[config.mk]
export PLATFORM = sky130hd
export DESIGN_NAME = triangle_oscillator_adsr
export DESIGN_NICKNAME = d
export VERILOG_FILES = /design/src/design/tosc_pkg.sv /design/src/design/tosc_scale.sv /design/src/design/tosc_env.sv /design/src/design/triangle_oscillator_adsr.sv
export SDC_FILE = /design/constraint.sdc
export NUM_CORES = 2
export LEC_CHECK = 0
export ABC_CLOCK_PERIOD_IN_PS = 9400
export BUFFER_PORTS_ARGS = -buffer_cell sky130_fd_sc_hd__buf_2
export CAP_MARGIN = 20
export CORE_MARGIN = 2
export CORE_UTILIZATION = 60
export CTS_CLUSTER_DIAMETER = 40
export DETAILED_ROUTE_END_ITERATION = 8
export PLACE_DENSITY = 0.83
export SETUP_SLACK_MARGIN = 0.4
export SLEW_MARGIN = 20
export SYNTH_ARGS = -nofsm -noshare
export SYNTH_HDL_FRONTEND = slang
export SYNTH_SLANG_ARGS = --single-unit
[constraint.sdc]
create_clock -name i_clk -period 9.4 [get_ports i_clk]
set_input_delay 0.94 -clock i_clk [delete_from_list [all_inputs] [get_ports i_clk]]
set_output_delay 0.94 -clock i_clk [all_outputs]
set_load 0.05 [all_outputs]
[src/design/tosc_pkg.sv]
// shared types and constants for the triangle oscillator with adsr envelope
package tosc_pkg;

    // envelope level and level registers use 32768 as full scale
    localparam int unsigned LEVEL_W   = 16;
    localparam int unsigned PHASE_W   = 16;
    localparam int unsigned INC_W     = 15;
    localparam int unsigned SAMPLE_W  = 15;
    localparam int unsigned CFG_IDX_W = 3;
    localparam int unsigned CFG_DAT_W = 16;

    // intermediate envelope math: signed, wide enough for peak overshoot and undershoot
    localparam int unsigned ENV_ACC_W = 19;

    localparam logic [LEVEL_W-1:0]          LEVEL_ONE     = 16'h8000;
    localparam logic signed [ENV_ACC_W-1:0] ACC_LEVEL_ONE = 19'sd32768;
    localparam logic [SAMPLE_W-1:0]         SAMPLE_MAX    = 15'h7fff;

    typedef enum logic [1:0] {
        ENV_ATTACK  = 2'd0,
        ENV_DECAY   = 2'd1,
        ENV_SUSTAIN = 2'd2,
        ENV_RELEASE = 2'd3
    } t_env_mode;

    typedef enum logic [CFG_IDX_W-1:0] {
        CFG_LEFT_INC    = 3'd0,
        CFG_RIGHT_INC   = 3'd1,
        CFG_ATTACK_STEP = 3'd2,
        CFG_PEAK_LEVEL  = 3'd3,
        CFG_DECAY_STEP  = 3'd4,
        CFG_SUSTAIN_LVL = 3'd5,
        CFG_SUSTAIN_BUF = 3'd6,
        CFG_RELEASE_STP = 3'd7
    } t_cfg_idx;

    typedef struct packed {
        logic [LEVEL_W-1:0] attack_step;
        logic [LEVEL_W-1:0] peak_level;
        logic [LEVEL_W-1:0] decay_step;
        logic [LEVEL_W-1:0] sustain_level;
        logic [15:0]        sustain_buffers;
        logic [LEVEL_W-1:0] release_step;
    } t_env_cfg;

endpackage

[src/design/tosc_scale.sv]
// magnitude of a q1.15 phase times the envelope level, saturated
module tosc_scale import tosc_pkg::*; (
    input  logic signed [PHASE_W-1:0] i_phase,
    input  logic [LEVEL_W-1:0]        i_level,
    output logic [SAMPLE_W-1:0]       o_sample
);

    logic [PHASE_W-1:0]          mag;
    logic [PHASE_W+LEVEL_W-1:0]  prod;

    // -32768 maps to 32768, which still fits unsigned
    assign mag  = i_phase[PHASE_W-1] ? PHASE_W'(-i_phase) : PHASE_W'(i_phase);
    assign prod = mag * i_level;

    // shifted product above 32767 shows in the top two bits
    assign o_sample = (prod[PHASE_W+LEVEL_W-1 -: 2] != 2'b00) ? SAMPLE_MAX
                                                               : prod[SAMPLE_W+14:15];

endmodule

[src/design/tosc_env.sv]
// adsr envelope state and its per-buffer step
module tosc_env import tosc_pkg::*; (
    input  logic               i_clk,
    input  logic               i_rst_n,
    input  logic               i_step,
    input  t_env_cfg           i_cfg,
    output logic [LEVEL_W-1:0] o_level
);

    t_env_mode          r_mode,    n_mode;
    logic [LEVEL_W-1:0] r_level,   n_level;
    logic [15:0]        r_elapsed, n_elapsed;

    logic signed [ENV_ACC_W-1:0] lv;
    logic signed [ENV_ACC_W-1:0] peak, sus;

    assign peak = $signed({3'b000, i_cfg.peak_level});
    assign sus  = $signed({3'b000, i_cfg.sustain_level});

    // next state: rules in order, each sees the ones before it
    always_comb begin
        lv        = $signed({3'b000, r_level});
        n_mode    = r_mode;
        n_elapsed = r_elapsed;
        if (n_mode == ENV_ATTACK && lv < peak) begin
            lv = lv + $signed({3'b000, i_cfg.attack_step});
        end
        if (n_mode == ENV_ATTACK && lv >= peak) begin
            n_mode = ENV_DECAY;
        end
        if (n_mode == ENV_DECAY && lv > sus) begin
            lv = lv - $signed({3'b000, i_cfg.decay_step});
        end
        if (n_mode == ENV_DECAY && lv <= sus) begin
            n_mode = ENV_SUSTAIN;
        end
        if (n_mode == ENV_SUSTAIN && n_elapsed < i_cfg.sustain_buffers) begin
            n_elapsed = n_elapsed + 16'd1;
        end
        if (n_mode == ENV_SUSTAIN && n_elapsed >= i_cfg.sustain_buffers) begin
            n_mode = ENV_RELEASE;
        end
        if (n_mode == ENV_RELEASE && lv > 0) begin
            lv = lv - $signed({3'b000, i_cfg.release_step});
        end
    end

    // clamp to 0..1.0
    always_comb begin
        if (lv < 0) begin
            n_level = '0;
        end else if (lv > ACC_LEVEL_ONE) begin
            n_level = LEVEL_ONE;
        end else begin
            n_level = lv[LEVEL_W-1:0];
        end
    end

    always_ff @(posedge i_clk) begin
        if (!i_rst_n) begin
            r_mode    <= ENV_ATTACK;
            r_level   <= '0;
            r_elapsed <= '0;
        end else if (i_step) begin
            r_mode    <= n_mode;
            r_level   <= n_level;
            r_elapsed <= n_elapsed;
        end
    end

    assign o_level = r_level;

`ifndef ASSERT_OFF
    a_level_bound: assert property (@(posedge i_clk) disable iff (!i_rst_n)
        r_level <= LEVEL_ONE)
        else $error("envelope level above full scale");

    a_release_sticky: assert property (@(posedge i_clk) disable iff (!i_rst_n)
        r_mode == ENV_RELEASE |=> r_mode == ENV_RELEASE)
        else $error("envelope left release");

    a_elapsed_in_sustain: assert property (@(posedge i_clk) disable iff (!i_rst_n)
        !$stable(r_elapsed) |-> $past(i_step) && $past(r_mode) != ENV_RELEASE)
        else $error("sustain counter moved outside a sustain step");
`endif

endmodule

[src/design/triangle_oscillator_adsr.sv]
// top level: stereo phase-accumulator oscillator with adsr envelope
//
// Each input beat is one frame tick; each tick gives exactly one output beat
// holding the left and right samples, |phase| * envelope in q1.15, saturated
// to 32767. Samples use the phases and envelope level as they stand before the
// tick; the phases then advance by their increments (wrapping from +1 to -1)
// and, on a tick whose buffer_end bit is set, the envelope takes one adsr step.
// Throughput is one beat per cycle when not stalled: the whole tick is one pass
// through two 16x16 multipliers into the output register, and the envelope step
// is a short add/compare chain. The output beat is valid in the next cycle. The
// input is taken whenever the output register is empty or being drained this
// cycle. Configuration is a plain write port (enable, 3-bit index, 16-bit
// data), effective on the next tick; there is no read-back and no retrigger.
module triangle_oscillator_adsr import tosc_pkg::*; (
    input  logic                 i_clk,
    input  logic                 i_rst_n,
    // config write port
    input  logic                 i_cfg_we,
    input  logic [CFG_IDX_W-1:0] i_cfg_idx,
    input  logic [CFG_DAT_W-1:0] i_cfg_data,
    // frame tick stream
    input  logic                 i_s_tvalid,
    output logic                 o_s_tready,
    input  logic [7:0]           i_s_tdata,  // [0] buffer_end, [7:1] zero
    // sample stream
    output logic                 o_m_tvalid,
    input  logic                 i_m_tready,
    output logic [31:0]          o_m_tdata   // [14:0] left_sample, [29:15] right_sample, [31:30] zero
);

    // config registers
    logic [INC_W-1:0] r_left_inc;
    logic [INC_W-1:0] r_right_inc;
    t_env_cfg         r_env_cfg;

    always_ff @(posedge i_clk) begin
        if (!i_rst_n) begin
            r_left_inc                <= INC_W'(328);
            r_right_inc               <= INC_W'(983);
            r_env_cfg.attack_step     <= 16'd328;
            r_env_cfg.peak_level      <= LEVEL_ONE;
            r_env_cfg.decay_step      <= 16'd328;
            r_env_cfg.sustain_level   <= 16'd29491;
            r_env_cfg.sustain_buffers <= 16'd300;
            r_env_cfg.release_step    <= 16'd3277;
        end else if (i_cfg_we) begin
            case (t_cfg_idx'(i_cfg_idx))
                CFG_LEFT_INC:    r_left_inc                <= i_cfg_data[INC_W-1:0];
                CFG_RIGHT_INC:   r_right_inc               <= i_cfg_data[INC_W-1:0];
                CFG_ATTACK_STEP: r_env_cfg.attack_step     <= i_cfg_data;
                CFG_PEAK_LEVEL:  r_env_cfg.peak_level      <= i_cfg_data;
                CFG_DECAY_STEP:  r_env_cfg.decay_step      <= i_cfg_data;
                CFG_SUSTAIN_LVL: r_env_cfg.sustain_level   <= i_cfg_data;
                CFG_SUSTAIN_BUF: r_env_cfg.sustain_buffers <= i_cfg_data;
                CFG_RELEASE_STP: r_env_cfg.release_step    <= i_cfg_data;
                default: ;
            endcase
        end
    end

    // handshake: one output register, refilled in the cycle it drains
    logic s_beat;
    logic r_out_valid;

    assign o_s_tready = !r_out_valid || i_m_tready;
    assign s_beat     = i_s_tvalid && o_s_tready;

    // phase accumulators, 16-bit wrap matches +1 -> -1
    logic signed [PHASE_W-1:0] r_left_phase,  n_left_phase;
    logic signed [PHASE_W-1:0] r_right_phase, n_right_phase;

    assign n_left_phase  = r_left_phase  + $signed({1'b0, r_left_inc});
    assign n_right_phase = r_right_phase + $signed({1'b0, r_right_inc});

    always_ff @(posedge i_clk) begin
        if (!i_rst_n) begin
            r_left_phase  <= '0;
            r_right_phase <= '0;
        end else if (s_beat) begin
            r_left_phase  <= n_left_phase;
            r_right_phase <= n_right_phase;
        end
    end

    // envelope steps only on the last frame of a buffer
    logic [LEVEL_W-1:0] env_level;

    tosc_env u_env (
        .i_clk   (i_clk),
        .i_rst_n (i_rst_n),
        .i_step  (s_beat && i_s_tdata[0]),
        .i_cfg   (r_env_cfg),
        .o_level (env_level)
    );

    // one multiplier per channel, from the pre-tick state
    logic [SAMPLE_W-1:0] left_sample, right_sample;

    tosc_scale u_scale_left (
        .i_phase  (r_left_phase),
        .i_level  (env_level),
        .o_sample (left_sample)
    );

    tosc_scale u_scale_right (
        .i_phase  (r_right_phase),
        .i_level  (env_level),
        .o_sample (right_sample)
    );

    // output register
    logic [SAMPLE_W-1:0] r_left_out, r_right_out;

    always_ff @(posedge i_clk) begin
        if (!i_rst_n) begin
            r_out_valid <= 1'b0;
        end else if (s_beat) begin
            r_out_valid <= 1'b1;
        end else if (i_m_tready) begin
            r_out_valid <= 1'b0;
        end
    end

    always_ff @(posedge i_clk) begin
        if (s_beat) begin
            r_left_out  <= left_sample;
            r_right_out <= right_sample;
        end
    end

    assign o_m_tvalid = r_out_valid;
    assign o_m_tdata  = {2'b00, r_right_out, r_left_out};

`ifndef ASSERT_OFF
    a_stall_blocks_input: assert property (@(posedge i_clk) disable iff (!i_rst_n)
        o_m_tvalid && !i_m_tready |-> !o_s_tready)
        else $error("input taken while output register is stalled");

    a_beat_gives_result: assert property (@(posedge i_clk) disable iff (!i_rst_n)
        i_s_tvalid && o_s_tready |=> o_m_tvalid)
        else $error("input beat produced no output beat");

    a_drain_empties: assert property (@(posedge i_clk) disable iff (!i_rst_n)
        o_m_tvalid && i_m_tready && !i_s_tvalid |=> !o_m_tvalid)
        else $error("output beat repeated after drain");
`endif

endmodule
==> qor.yml <==
timing:
  fin_skew_ns: 0.0590
  unrepaired_setup_endpoints_after_global_routing: "no"
  tightest_slew_ns: 1.09
  finalSetupViolations: 0
  timing.final.hold_violations: 0
  layout_min_cycle_time_ns: 8.85
  maximum_operating_frequency_ghz: 0.113
  final_min_period_over_clock_period_pct: 94.2
  timing.slew.headroom_pct: 26.9
  final_max_slew_viols: 0
drt:
  routed_via_density: 5.93
  remaining_drc_errors: 0
  vias: 27000
  drt_first_iter_violations: 2359
  dr.pass1.iters: 7
  postRouteWirelength_um: 85100
  detail-route-antenna-nets: 0
  route.detailed.wl_per_inst_um: 18.7
clock_network:
  cts.root.buffer_cell: "sky130_fd_sc_hd__clkbuf_16"
  clk_transition_reported_paths_ns: 0.05
  clkLatencyLatePin_ns: 0.63
  cts_inserted_buffers: 46
  cts-htree-levels: 2
  clock_sink_count: 223
  cts_max_path_buffers: 3
  cts_tree: "built"
critical_path:
  setup.worst_path.class: "reg2reg"
  cp-start-kind: "register"
  critPathCaptureType: "register"
  worst_path_most_repeated_cell: "sky130_fd_sc_hd__ha_1"
  path_max_fanout: 8
  worst-endpoint-arrival_ns: 9.31
  critical-path-max-stage-delay_ns: 0.39
  worstPathRequired_ns: 9.86
  crit_slowest_cell: "sky130_fd_sc_hd__mux2i_1"
  reg2reg_setup_slack_ns: 0.55
logic_synthesis:
  yosys_warnings: 0
  ys_ff_latch: 223
  synth_enable_flop_cells: 30
  synth_top_area_cell: "sky130_fd_sc_hd__fa_1"
  ys_dominant_reg_cell: "sky130_fd_sc_hd__dfxtp_1"
  syn-instance-count: 3776
  postSynthAreaPerCell_sq_um: 8.31
  synth_top_cells_by_area: "sky130_fd_sc_hd__fa_1 25%, sky130_fd_sc_hd__ha_1 15%, sky130_fd_sc_hd__dfxtp_1 12%, sky130_fd_sc_hd__nand2_1 8.5%, sky130_fd_sc_hd__inv_1 7.0%"
  ys_top_cells_by_count: "713 x sky130_fd_sc_hd__nand2_1, 582 x sky130_fd_sc_hd__inv_1, 391 x sky130_fd_sc_hd__fa_1"
  share_of_the_synthesized_area_in_the_top_cell_type_pct: 25.0
  synth.distinct_cells: 78
  synth_most_common_cell: "sky130_fd_sc_hd__nand2_1"
  post_synth_instance_area_sq_mm: 0.0314
  async_reset_ff_share_pct: 0
  yosysSeqAreaShare_pct: 15.2
layout:
  layout-area-overhead-vs-synth_pct: 12.1
  nets: 4632
  insertedDiodeCount: 0
  finalInstanceArea_sq_mm: 0.0351
  drive_gt1_share_pct: 10.4
  final_core_utilization_pct: 68.2
placement:
  port_buffers: 56
  dpl_cell_area_sq_mm: 0.0326
  hpwl_um: 61500
  gpl.final_weighted_congestion: 1.01
floorplan:
  core_region_area_sq_mm: 0.0515
  die_w_um: 233
  floorplan.initialDensity_pct: 60.9
  dieArea_sq_mm: 0.0541
  pin_count: 66
  placement_rows: 83
  die_height_um: 233
global_routing:
  globalRouteOverflowTotal: 0
  global_route.usage.total_pct: 31.9
  initial_antenna_violation_count: 2
  pin_count_of_the_biggest_net_entering_global_routing: 73
  grt_pass1_vias: 27200
  grt_first_pass_wirelength_um: 137000
outcome:
  run_status: "finished, final reports clean"
worst_hold_path:
  min-delay-path-class: "reg2reg"
pwr:
  leakagePower_nw: 16.4
  powerDensity_mw_per_mm2: 105
  totalPowerFinal_mw: 3.70
  irDropWorstVdd_uv: 170
run:
  drv.max_cap_violation_count: 0
==> layer usage <==
layer | share of wire [%] | vias up | global-route usage, %
met5 | 0.013 | - | 0
met4 | 4.5 | 2 | 13.8
met3 | 10 | 295 | 6.20
met2 | 46 | 1356 | 52.8
met1 | 39 | 13000 | 40.9
li1 | - | 12400 | -
==> where the power goes <==
| group | switching (mW) | internal, mW | total, mW |
|---|---|---|---|
| Sequential | 0.0315 | 1.00 | 1.03 |
| Clock | 0.641 | 1.21 | 1.86 |
| Combinational | 0.528 | 0.288 | 0.816 |
==> cell usage in the layout (no fill, tap or decap), types with 9 or more instances in the layout <==
| cell type | n |
|---|---|
| sky130_fd_sc_hd__nand2_1 | 710 |
| sky130_fd_sc_hd__inv_1 | 571 |
| sky130_fd_sc_hd__fa_1 | 389 |
| sky130_fd_sc_hd__ha_1 | 371 |
| sky130_fd_sc_hd__a21oi_1 | 200 |
| sky130_fd_sc_hd__dfxtp_1 | 185 |
| sky130_fd_sc_hd__and2_1 | 166 |
| sky130_fd_sc_hd__buf_4 | 124 |
| sky130_fd_sc_hd__nor2_1 | 106 |
| sky130_fd_sc_hd__xnor2_1 | 96 |
| sky130_fd_sc_hd__nand3_1 | 69 |
| sky130_fd_sc_hd__o21ai_0 | 61 |
| sky130_fd_sc_hd__buf_2 | 56 |
| sky130_fd_sc_hd__clkbuf_16 | 50 |
| sky130_fd_sc_hd__o211ai_1 | 47 |
| sky130_fd_sc_hd__a21o_1 | 44 |
| sky130_fd_sc_hd__nor3_1 | 39 |
| sky130_fd_sc_hd__nor2b_1 | 37 |
| sky130_fd_sc_hd__nand4_1 | 34 |
| sky130_fd_sc_hd__xor2_1 | 34 |
| sky130_fd_sc_hd__nand2b_1 | 31 |
| sky130_fd_sc_hd__edfxtp_1 | 30 |
| sky130_fd_sc_hd__o21a_1 | 25 |
| sky130_fd_sc_hd__nor4_1 | 21 |
| sky130_fd_sc_hd__o31ai_1 | 20 |
| sky130_fd_sc_hd__o21ai_1 | 17 |
| sky130_fd_sc_hd__or3_1 | 14 |
| sky130_fd_sc_hd__and3_1 | 13 |
| sky130_fd_sc_hd__a211oi_1 | 13 |
| sky130_fd_sc_hd__o311ai_2 | 11 |
| sky130_fd_sc_hd__inv_2 | 10 |
| sky130_fd_sc_hd__a21oi_2 | 10 |
| sky130_fd_sc_hd__o21bai_1 | 10 |
| sky130_fd_sc_hd__or4_1 | 10 |
| sky130_fd_sc_hd__a31oi_1 | 9 |
| sky130_fd_sc_hd__inv_6 | 9 |
==> sequential cells by signal, indices dropped and copies added, names as in the netlist <==
signal           count
u_env.r_elapsed     16
u_env.o_level       16
u_env.r_mode         2
r_left_phase        16
r_env_cfg           96
r_right_phase       16
r_left_out          15
o_m_tvalid           1
r_left_inc          15
r_right_out         15
r_right_inc         15
==> worst max-delay path: cells and delay by family (launching register included) <==
family / cells / cell delay, ns
buf+inv: 9 / 1.12
compound gates: 21 / 3.78
fa+ha+maj: 4 / 1.14
xor+xnor: 1 / 0.11
simple gates: 7 / 1.52
mux: 2 / 0.68
flops: 1 / 0.32
==> path summary, 6_finish.rpt <==
path / from / depth (start not counted) / endpoint
setup / recovery: r_env_cfg[65] / 44 / u_env.o_level[0]
hold / removal: r_env_cfg[38] / 2 / r_env_cfg[38]
hold reg to reg: r_env_cfg[38] / 2 / r_env_cfg[38]
setup reg to reg: r_env_cfg[65] / 44 / u_env.o_level[0]
==> cell families (layout without fill, tap and decap cells) <==
| group | after synthesis | after routing | synth area share, % |
|---|---|---|---|
| fa+ha+maj | 768 | 768 | 40.0 |
| flops | 223 | 223 | 15.2 |
| mux | 29 | 29 | 0.973 |
| other cells | 1 | 2 | 0.0120 |
| xor+xnor | 133 | 133 | 3.71 |
| compound gates | 561 | 561 | 11.7 |
| simple gates | 1298 | 1300 | 19.1 |
| buf+inv | 763 | 853 | 9.28 |
==> layout make-up <==
class                   instances  area, sq um
well taps                     680          851
flip-flops and latches        223         4770
multi-input cells            2793        24300
clock buffers                  54         1270
repair buffers                186         1300
inverters                     582         2190
clock inverters                31          497
fillers                      4014        16400
==> per-stage QoR <==
| stage | setup slack (ns) | hold slack [ns] | TNS [ns] | cells |
|---|---|---|---|---|
| 2_1_floorplan | 0.465 | 0.436 | 0 | 3777 |
| 3_3_place_gp | 0.121 | 0.442 | 0 | 4434 |
| 3_5_place_dp | -0.140 | 0.447 | -1.66 | 4435 |
| 4_1_cts | 0.424 | 0.453 | 0 | 4523 |
| 5_1_grt | 0.251 | 0.472 | 0 | 4549 |
| 6_report | 0.550 | 0.453 | 0 | 4549 |
==> what timing repair did <==
item	4_1_cts	5_1_grt
setup endpoints to repair	16	43
gates cloned	1	2
setup buffers	2	24
hold buffers	0	0
gates resized for setup	19	99
pin swaps	5	34
Note: power is estimated with default switching activity, not from simulation.
